===== src/rtl/assert_macros.svh =====
// Assertion helpers for the top-level RTL. Empty when SYNTH is defined.
`ifndef ASSERT_MACROS_SVH
`define ASSERT_MACROS_SVH

`ifndef SYNTH

// Property checked on every rising edge outside reset.
`define PWE_ASSERT(lbl, clk, rstn, prop) \
  lbl: assert property (@(posedge clk) disable iff (!rstn) prop) \
    else $error("assertion failed");

// Condition that must never be true outside reset.
`define PWE_NEVER(lbl, clk, rstn, cond) \
  lbl: assert property (@(posedge clk) disable iff (!rstn) !(cond)) \
    else $error("forbidden condition seen");

`else

`define PWE_ASSERT(lbl, clk, rstn, prop)
`define PWE_NEVER(lbl, clk, rstn, cond)

`endif

`endif


===== src/rtl/pwecd_pkg.sv =====
`timescale 1ns / 1ps

package pwecd_pkg;

  localparam int unsigned CMD_W   = 64;
  localparam int unsigned LEN_W   = 4;
  localparam int unsigned LIMIT_W = 12;
  localparam int unsigned DUR_W   = 15;
  localparam int unsigned COUNT_W = 13;
  localparam int unsigned OWN_W   = 7;

  localparam logic [DUR_W-1:0]   SHORT_LOW_MAX = 15'd2;
  localparam logic [DUR_W-1:0]   ECHO_LOW_MIN  = 15'd1;
  localparam logic [DUR_W-1:0]   ECHO_LOW_MAX  = 15'd6;
  localparam logic [7:0]         TOP_BIT       = 8'h80;
  localparam logic [COUNT_W-1:0] COUNT_MAX     = 13'd8191;
  localparam logic [3:0]         FULL_BITS     = 4'd8;

  typedef enum logic [1:0] {
    ST_BYTE     = 2'd0,
    ST_DONE     = 2'd1,
    ST_SHORT    = 2'd2,
    ST_MISMATCH = 2'd3
  } status_e;

  typedef enum logic [1:0] {
    CFG_COMMAND_BITS   = 2'd0,
    CFG_COMMAND_LENGTH = 2'd1,
    CFG_RESPONSE_LIMIT = 2'd2
  } cfg_index_e;

  typedef struct packed {
    logic [CMD_W-1:0]   command_bits;
    logic [LEN_W-1:0]   command_length;
    logic [LIMIT_W-1:0] response_bit_limit;
  } cfg_t;

  typedef struct packed {
    logic               first_level;
    logic [DUR_W-1:0]   first_duration;
    logic [DUR_W-1:0]   second_duration;
    logic               end_of_capture;
  } symbol_t;

  typedef struct packed {
    logic [COUNT_W-1:0] symbol_count;
    logic               echo_error;
    logic [7:0]         byte_buffer;
    logic [3:0]         bit_position;
    logic [LIMIT_W-1:0] decoded_count;
  } state_t;

  typedef struct packed {
    logic [7:0]         data_byte;
    logic [3:0]         bits_in_byte;
    status_e            status;
    logic [LIMIT_W-1:0] total_bits;
    logic               is_last;
  } result_t;

endpackage


===== src/rtl/pulse_width_echo_checked_decoder_top.sv =====
`timescale 1ns / 1ps

// Pulse-width bit decoder with command echo check.
// Input channel (in_valid_i / in_stall_o): one captured line symbol per item.
// Output channel (out_valid_o / out_stall_i): zero or one result per symbol,
// a full response byte or the final status on the end-of-capture symbol.
// Config channel (cfg_valid_i / cfg_ready_o): always ready; index 0 command
// bits, 1 command length, 2 response bit limit. Write only while idle.
// The result is registered: it appears in the cycle after its symbol is taken.
// Throughput: one symbol per cycle unless stalled; decode is one combinational
// pass between the exchange state registers and the result register.
// Stall: the result register holds while out_stall_i is high; in_stall_o rises
// only when that register is full and stalled, so a symbol is taken on the same
// edge that the downstream side drains the pending result.
// Reset: exchange state cleared, output empty, registers at command 0,
// length 1, limit 32. After each end-of-capture the exchange state clears.
module pulse_width_echo_checked_decoder_top #(
  parameter int MAX_COMMAND_BYTES = 8
) (
  input  logic        clk_i,
  input  logic        rst_ni,
  // config write
  input  logic        cfg_valid_i,
  output logic        cfg_ready_o,
  input  logic [1:0]  cfg_index_i,
  input  logic [63:0] cfg_data_i,
  // symbol input
  input  logic        in_valid_i,
  output logic        in_stall_o,
  input  logic        first_level_i,
  input  logic [14:0] first_duration_i,
  input  logic [14:0] second_duration_i,
  input  logic        end_of_capture_i,
  // result output
  output logic        out_valid_o,
  input  logic        out_stall_i,
  output logic [7:0]  data_byte_o,
  output logic [3:0]  bits_in_byte_o,
  output logic [1:0]  status_o,
  output logic [11:0] total_bits_o,
  output logic        is_last_o
);
  import pwecd_pkg::*;

  `include "assert_macros.svh"

  cfg_t    cfg_q;
  state_t  state_q, state_d;
  symbol_t sym;
  result_t res_d, res_q;
  logic    res_valid_d;
  logic    out_valid_q;
  logic    in_accept;
  logic    out_accept;

  // Configuration registers.
  assign cfg_ready_o = 1'b1;

  always_ff @(posedge clk_i or negedge rst_ni) begin
    if (!rst_ni) begin
      cfg_q.command_bits       <= '0;
      cfg_q.command_length     <= LEN_W'(1);
      cfg_q.response_bit_limit <= LIMIT_W'(32);
    end else if (cfg_valid_i && cfg_ready_o) begin
      case (cfg_index_e'(cfg_index_i))
        CFG_COMMAND_BITS:   cfg_q.command_bits       <= cfg_data_i;
        CFG_COMMAND_LENGTH: cfg_q.command_length     <= cfg_data_i[LEN_W-1:0];
        CFG_RESPONSE_LIMIT: cfg_q.response_bit_limit <= cfg_data_i[LIMIT_W-1:0];
        default: ;
      endcase
    end
  end

  // Handshakes: output register drains or refills on the same edge.
  assign out_accept = out_valid_q && !out_stall_i;
  assign in_stall_o = out_valid_q && out_stall_i;
  assign in_accept  = in_valid_i && !in_stall_o;

  assign sym = '{first_level: first_level_i, first_duration: first_duration_i,
                 second_duration: second_duration_i, end_of_capture: end_of_capture_i};

  pwecd_decode #(
    .MAX_COMMAND_BYTES(MAX_COMMAND_BYTES)
  ) u_decode (
    .cfg_i      (cfg_q),
    .sym_i      (sym),
    .state_i    (state_q),
    .state_o    (state_d),
    .res_valid_o(res_valid_d),
    .res_o      (res_d)
  );

  // Exchange state.
  always_ff @(posedge clk_i or negedge rst_ni) begin
    if (!rst_ni) begin
      state_q <= '0;
    end else if (in_accept) begin
      state_q <= state_d;
    end
  end

  // Result register valid.
  always_ff @(posedge clk_i or negedge rst_ni) begin
    if (!rst_ni) begin
      out_valid_q <= 1'b0;
    end else if (in_accept) begin
      out_valid_q <= res_valid_d;
    end else if (out_accept) begin
      out_valid_q <= 1'b0;
    end
  end

  // Result payload, loaded only when a result is produced.
  always_ff @(posedge clk_i) begin
    if (in_accept && res_valid_d) begin
      res_q <= res_d;
    end
  end

  assign out_valid_o    = out_valid_q;
  assign data_byte_o    = res_q.data_byte;
  assign bits_in_byte_o = res_q.bits_in_byte;
  assign status_o       = res_q.status;
  assign total_bits_o   = res_q.total_bits;
  assign is_last_o      = res_q.is_last;

  // Partial byte never reaches eight between symbols.
  `PWE_NEVER(a_pos_range, clk_i, rst_ni, state_q.bit_position > 4'd7)
  // A non-final result always carries a full byte.
  `PWE_ASSERT(a_mid_full, clk_i, rst_ni,
    out_valid_o && !is_last_o |-> bits_in_byte_o == FULL_BITS && status_o == ST_BYTE)
  // Failed exchanges report empty fields.
  `PWE_ASSERT(a_fail_zero, clk_i, rst_ni,
    out_valid_o && (status_o == ST_SHORT || status_o == ST_MISMATCH)
      |-> data_byte_o == 8'd0 && bits_in_byte_o == 4'd0 && total_bits_o == 12'd0)
  // Input only stalls behind a held result.
  `PWE_ASSERT(a_stall_cause, clk_i, rst_ni, in_stall_o |-> out_valid_o)
  // End of capture restarts the exchange and yields a final result.
  `PWE_ASSERT(a_end_clear, clk_i, rst_ni,
    in_accept && end_of_capture_i |=> state_q == '0 && out_valid_o && is_last_o)

endmodule


===== src/rtl/pwecd_decode.sv =====
`timescale 1ns / 1ps

// Per-symbol decode: next exchange state and the optional result.
module pwecd_decode #(
  parameter int MAX_COMMAND_BYTES = 8
) (
  input  pwecd_pkg::cfg_t    cfg_i,
  input  pwecd_pkg::symbol_t sym_i,
  input  pwecd_pkg::state_t  state_i,
  output pwecd_pkg::state_t  state_o,
  output logic               res_valid_o,
  output pwecd_pkg::result_t res_o
);
  import pwecd_pkg::*;

  localparam logic [LEN_W-1:0] MaxLen = LEN_W'(MAX_COMMAND_BYTES);

  logic [LEN_W-1:0]   len_eff;
  logic [OWN_W-1:0]   own_last;
  logic [OWN_W-1:0]   own;
  logic [DUR_W-1:0]   low;
  logic               one;
  logic               in_echo;
  logic               want;
  logic               echo_bad;
  logic               decode_en;
  logic               byte_full;
  state_t             nxt;

  always_comb begin
    if (cfg_i.command_length == '0) begin
      len_eff = LEN_W'(1);
    end else if (cfg_i.command_length > MaxLen) begin
      len_eff = MaxLen;
    end else begin
      len_eff = cfg_i.command_length;
    end
  end

  // Echo covers 8*len command bits plus the stop bit.
  assign own_last = {len_eff, 3'b000};
  assign own      = own_last + OWN_W'(1);

  assign low = sym_i.first_level ? sym_i.second_duration : sym_i.first_duration;
  assign one = (low <= SHORT_LOW_MAX);

  assign in_echo = (state_i.symbol_count < COUNT_W'(own));
  // MSB first: bit index 63 - count, i.e. the inverted low six bits.
  assign want = (state_i.symbol_count == COUNT_W'(own_last)) ? 1'b1
              : cfg_i.command_bits[~state_i.symbol_count[5:0]];
  assign echo_bad = (low < ECHO_LOW_MIN) || (low > ECHO_LOW_MAX) || (one != want);

  assign decode_en = !in_echo && !state_i.echo_error
                  && (state_i.decoded_count < cfg_i.response_bit_limit);

  always_comb begin
    nxt = state_i;
    nxt.echo_error = state_i.echo_error | (in_echo & echo_bad);
    if (decode_en) begin
      if (one) begin
        nxt.byte_buffer = state_i.byte_buffer | (TOP_BIT >> state_i.bit_position[2:0]);
      end
      nxt.bit_position  = state_i.bit_position + 4'd1;
      nxt.decoded_count = state_i.decoded_count + LIMIT_W'(1);
    end
    if (state_i.symbol_count != COUNT_MAX) begin
      nxt.symbol_count = state_i.symbol_count + COUNT_W'(1);
    end
  end

  assign byte_full = decode_en && (nxt.bit_position >= FULL_BITS);

  always_comb begin
    state_o     = nxt;
    res_valid_o = 1'b0;
    res_o       = '{data_byte: '0, bits_in_byte: '0, status: ST_BYTE,
                    total_bits: '0, is_last: 1'b0};
    if (sym_i.end_of_capture) begin
      res_valid_o   = 1'b1;
      res_o.is_last = 1'b1;
      if (nxt.symbol_count < COUNT_W'(own)) begin
        res_o.status = ST_SHORT;
      end else if (nxt.echo_error) begin
        res_o.status = ST_MISMATCH;
      end else begin
        res_o.status       = ST_DONE;
        res_o.data_byte    = nxt.byte_buffer;
        res_o.bits_in_byte = nxt.bit_position;
        res_o.total_bits   = nxt.decoded_count;
      end
      state_o = '0;
    end else if (byte_full) begin
      res_valid_o        = 1'b1;
      res_o.data_byte    = nxt.byte_buffer;
      res_o.bits_in_byte = FULL_BITS;
      res_o.total_bits   = nxt.decoded_count;
      state_o.byte_buffer  = '0;
      state_o.bit_position = '0;
    end
  end

endmodule


===== config.mk =====
export PLATFORM = sky130hd
export DESIGN_NAME = pulse_width_echo_checked_decoder_top
export DESIGN_NICKNAME = d
export VERILOG_FILES = /design/src/rtl/pwecd_pkg.sv /design/src/rtl/pulse_width_echo_checked_decoder_top.sv /design/src/rtl/pwecd_decode.sv
export VERILOG_INCLUDE_DIRS = /design/src /design/src/rtl
export SDC_FILE = /design/constraint.sdc
export NUM_CORES = 1
export LEC_CHECK = 0
export BUFFER_PORTS_ARGS = -buffer_cell sky130_fd_sc_hd__buf_2
export CAP_MARGIN = 10
export CORE_MARGIN = 8
export CORE_UTILIZATION = 60
export CTS_BUF_LIST = sky130_fd_sc_hd__clkbuf_2
export DETAILED_ROUTE_END_ITERATION = 10
export GPL_TIMING_DRIVEN = 0
export PLACE_DENSITY = 0.83
export SETUP_SLACK_MARGIN = 0.15
export SLEW_MARGIN = 20
export SYNTH_ARGS = -nofsm -noshare
export SYNTH_HDL_FRONTEND = slang
export SYNTH_SLANG_ARGS = --single-unit

===== constraint.sdc =====
create_clock -name clk_i -period 9.5 [get_ports clk_i]
set_clock_uncertainty 0.05 [all_clocks]
set_input_delay 0.475 -clock clk_i [delete_from_list [all_inputs] [get_ports clk_i]]
set_output_delay 0.475 -clock clk_i [all_outputs]
set_load 0.05 [all_outputs]

==> metrics.md <==
| Metric | Value |
|---|---|
| Status | finished clean |
| Wire length of the first global-routing pass | 36920 um |
| Combined global-route utilization of all metal layers | 26.13% |
| Unrepaired setup endpoints after global routing | no |
| Total standard cell area after synthesis | roughly 0.0082 mm2 |
| Worst-skew pair later-pin latency | 780 ps |
| IO Count | 133 |
| Via-per-instance ratio | approximately 6 |
| Setup TNS | 0 ps |
| Area leader, netlist | dfrtp_1 |
| Clock transition at the registers of the reported paths | 250 ps |
| H-Tree Depth | 4 |
| Reg-to-reg critical path endpoint | data_byte_o[4] |
| Critical path's slowest cell | dfrtp_1 |
| Half-perimeter wire length after placement | 16010 um |
| FFs w/ async S/R, synth | approximately 80% |
| Number of flops mapped to enable cells by yosys | 27 |
| Post-layout instance count excluding filler cells | 1135 |
| Share of cells above drive strength 1 | between 30% and 40% |
| DRC errors left | 0 |
| CTS Buffer Depth | 2 |
| Crit path launch | state_q[25] |
| Shortest period the worst path allows | 4156 ps |
| Average routed wire per standard cell | between 15 and 20 um |
| Number of warnings reported in the yosys synthesis log | 0 |
| Type of destination of the critical path | flip-flop |
| Cell count after synthesis | 726 |
| Count of routing violations after the opening detailed-route iteration | between 700 and 800 |
| Arrival time reported for the critical path endpoint | 4600 ps |
| Sum of routed wire length over all layers | 22550 um |
| Top cells by count, synth | 117 x dfrtp_1, 82 x mux2_2, 40 x nand2_1 |
| Cell types with the largest area share after synthesis | dfrtp_1 36%, mux2_2 11%, edfxtp_1 9.9% |
| Iteration count of the initial detailed-routing pass | 5 |
| Unique cell type count in the Yosys netlist | 75 |
| Total leakage power | 4.214 nW |
| Endpoint of the most critical setup path | data_byte_o[4] |
| Power per Cell Area | ~180 mW/mm2 |
| Setup slack on the worst flop-to-flop path | 5340 ps |
| Utilization of the core after routing | 75.41% |
| TritonCTS clock tree | yes |
| R2R cell count | 15 |
| Initial antenna violation count | 2 |
| Type of the worst setup path | flip-flop to flip-flop |
| Net count of the finished layout | 1077 |
| Worst path required time | 9940 ps |
| Clock buffer count from CTS | 17 |
| Worst supply voltage drop on vdd | approximately 0.10 mV |
| Starting density of the core | 61.50% |
| CP max stage delay | 480 ps |
| Setup WS pre-CTS | 5467 ps |
| Clock sink count | 146 |
| Antenna Violating Nets Remaining | 0 |
| Slew Limit Headroom | between 40% and 50% |
| Final max-slew violation count | 0 |
| Register area share after synthesis | 46.37% |
| Count of input and output buffers | 131 |
| Weighted congestion at the end of routability-driven global placement | 0.9142 |
| Synth Flop Type | dfrtp_1 |
| Worst setup slack after layout | 5344 ps |
| Count of endpoints failing hold in the final timing report | 0 |
| Net Count, Synth | around 860 |
| Post-synthesis to final-layout area growth | 22.62% |
| Setup-failing EPs final | 0 |
| Height of the die | 132.7 um |
| Max Fclk | 240.6 MHz |
| FF-to-FF Start | state_q[25] |
| Maximum fanout encountered on the critical timing path | 10 |
| Max-cap violation count | 0 |
| Fraction of synthesized cell area taken by the top area cell type | between 30% and 40% |
| Largest net degree at the start of global routing | 61 |
| Worst hold path class | input port to flip-flop |
| Fraction of the cycle the final worst path needs | between 40 and 50% |
| Number of storage elements in the synthesis netlist | 146 |
| Actual slew at the worst max-slew pin | around 820 ps |
| Mean Syn Cell Area | 11.26 um2 |
| Core region area | around 0.013 mm2 |
| DR vias | roughly 7000 |
| Total congestion overflow after global routing | 0 |
| Via count of the first global-routing pass | 7224 |
| Die ar. | 0.01762 mm2 |
| Standard-cell rows | 42 |
| Clk root buf | clkbuf_2 |
| Count of buffers added by post-CTS timing repair for setup | 0 |
| Die Width | 132.7 um |
| Startpoint Class | flip-flop |
| Number of instances in the placed design | 1035 |
| Leading cell type by number of instances after synthesis | dfrtp_1 |
| Worst-path cell chain | ha_1, nand2_2, nor2_1, nand2_1, nand3_1, nor2_1, xor2_1, ha_1, a21o_1, a211o_1, nor4_2, a41oi_2, buf_2, nand3b_1, o22ai_1 |
cells in the final DEF, fill, tap and decap left out, types with 5 or more instances in the layout:
cell and count:
o211ai_1 6, inv_1 30, edfxtp_1 27, a22oi_1 12, nand2_1 40, nand3_1 34, o21ai_2 7, and3_1 7
a21oi_1 32, dfrtp_1 117, nor4_1 12, mux2_2 82, o31ai_1 8, nor2_1 31, o2111ai_1 5, clkbuf_1 22
and2_1 5, nor3_1 13, nand4_1 8, clkbuf_2 18, mux2i_1 32, buf_2 141, dlygate4sd3_1 67, ha_1 29
and4_1 5, o21ai_0 28, xnor2_1 13, nand2b_1 6
worst max-delay path: cells and delay by family, from the launching register on:
family | cells | cell delay, ps
flip-flops | 1 | 480
AO/OA/AOI/OAI | 4 | 880
buffers and inverters | 1 | 280
AND/OR/NAND/NOR | 7 | 1420
adder cells (fa/ha/maj) | 2 | 570
XOR/XNOR | 1 | 200
per-layer routing:
metal  wire, um  GRT usage [%]
met1       8836          31.53
met2      11450          43.64
met3       1688          6.245
met4        572          11.61
met5          0              0
worst min-delay path by stage:
stage | slack (ps) | to | cells past startpoint | start
5_1_grt | 50 | cfg_q[11] | 3 | cfg_valid_i
6_report | 90 | cfg_q[11] | 3 | cfg_index_i[1]
2_1_floorplan | 130 | cfg_q[0] | 0 | rst_ni
4_1_cts | 50 | cfg_q[11] | 3 | cfg_valid_i
3_5_place_dp | 430 | state_q[3] | 1 | rst_ni
3_3_place_gp | 430 | state_q[16] | 2 | state_q[16]
layout make-up:
class	count	area, um2
Multi-Input combinational cell	509	4055
Sequential cell	146	3791
Fill cell	897	3269
Timing Repair Buffer	200	1388
Buffer	41	227.7
Tap cell	176	220.2
Clock inverter	13	136.4
Inverter	30	112.6
Clock buffer	18	90.09
Antenna cell	2	5.005
where the power goes:
group	switching, mW	internal [mW]
sequential	0.0768	0.731
combinational	0.359	0.259
clock	0.237	0.120
total	0.672	1.11
state kept, by name, indices dropped and copies added (netlist names):
| name | cells |
|---|---|
| bits_in_byte_o | 4 |
| cfg_q | 80 |
| data_byte_o | 8 |
| is_last_o | 1 |
| out_valid_o | 1 |
| state_q | 38 |
| status_o | 2 |
| total_bits_o | 12 |
stage by stage:
step                hold WS (ps)  instance area, um2  total power, mW
floorplan                  129.4                8177            1.216
global placement           432.7                9052            1.358
detailed placement         428.7                9119            1.394
CTS                        47.49               10020            1.762
global route               54.04               10030            1.868
finish                     92.10               10030            1.782
logic make-up after synthesis:
group	count (synthesis)	share of synthesized area, %
and+or+nand+nor	195	13.36
AOI/OAI and AO/OA	148	13.18
DFF	146	46.37
muxes	119	16.63
buffers and inverters	71	4.162
adders and majority gates	29	4.438
xor gates and xnor gates	17	1.821
other	1	0.04586
what timing repair did:
item	CTS	global route
hold buffers	67	0
hold endpoints to repair	141	0
resized for setup	0	0
(Power assumes the default switching activity.)
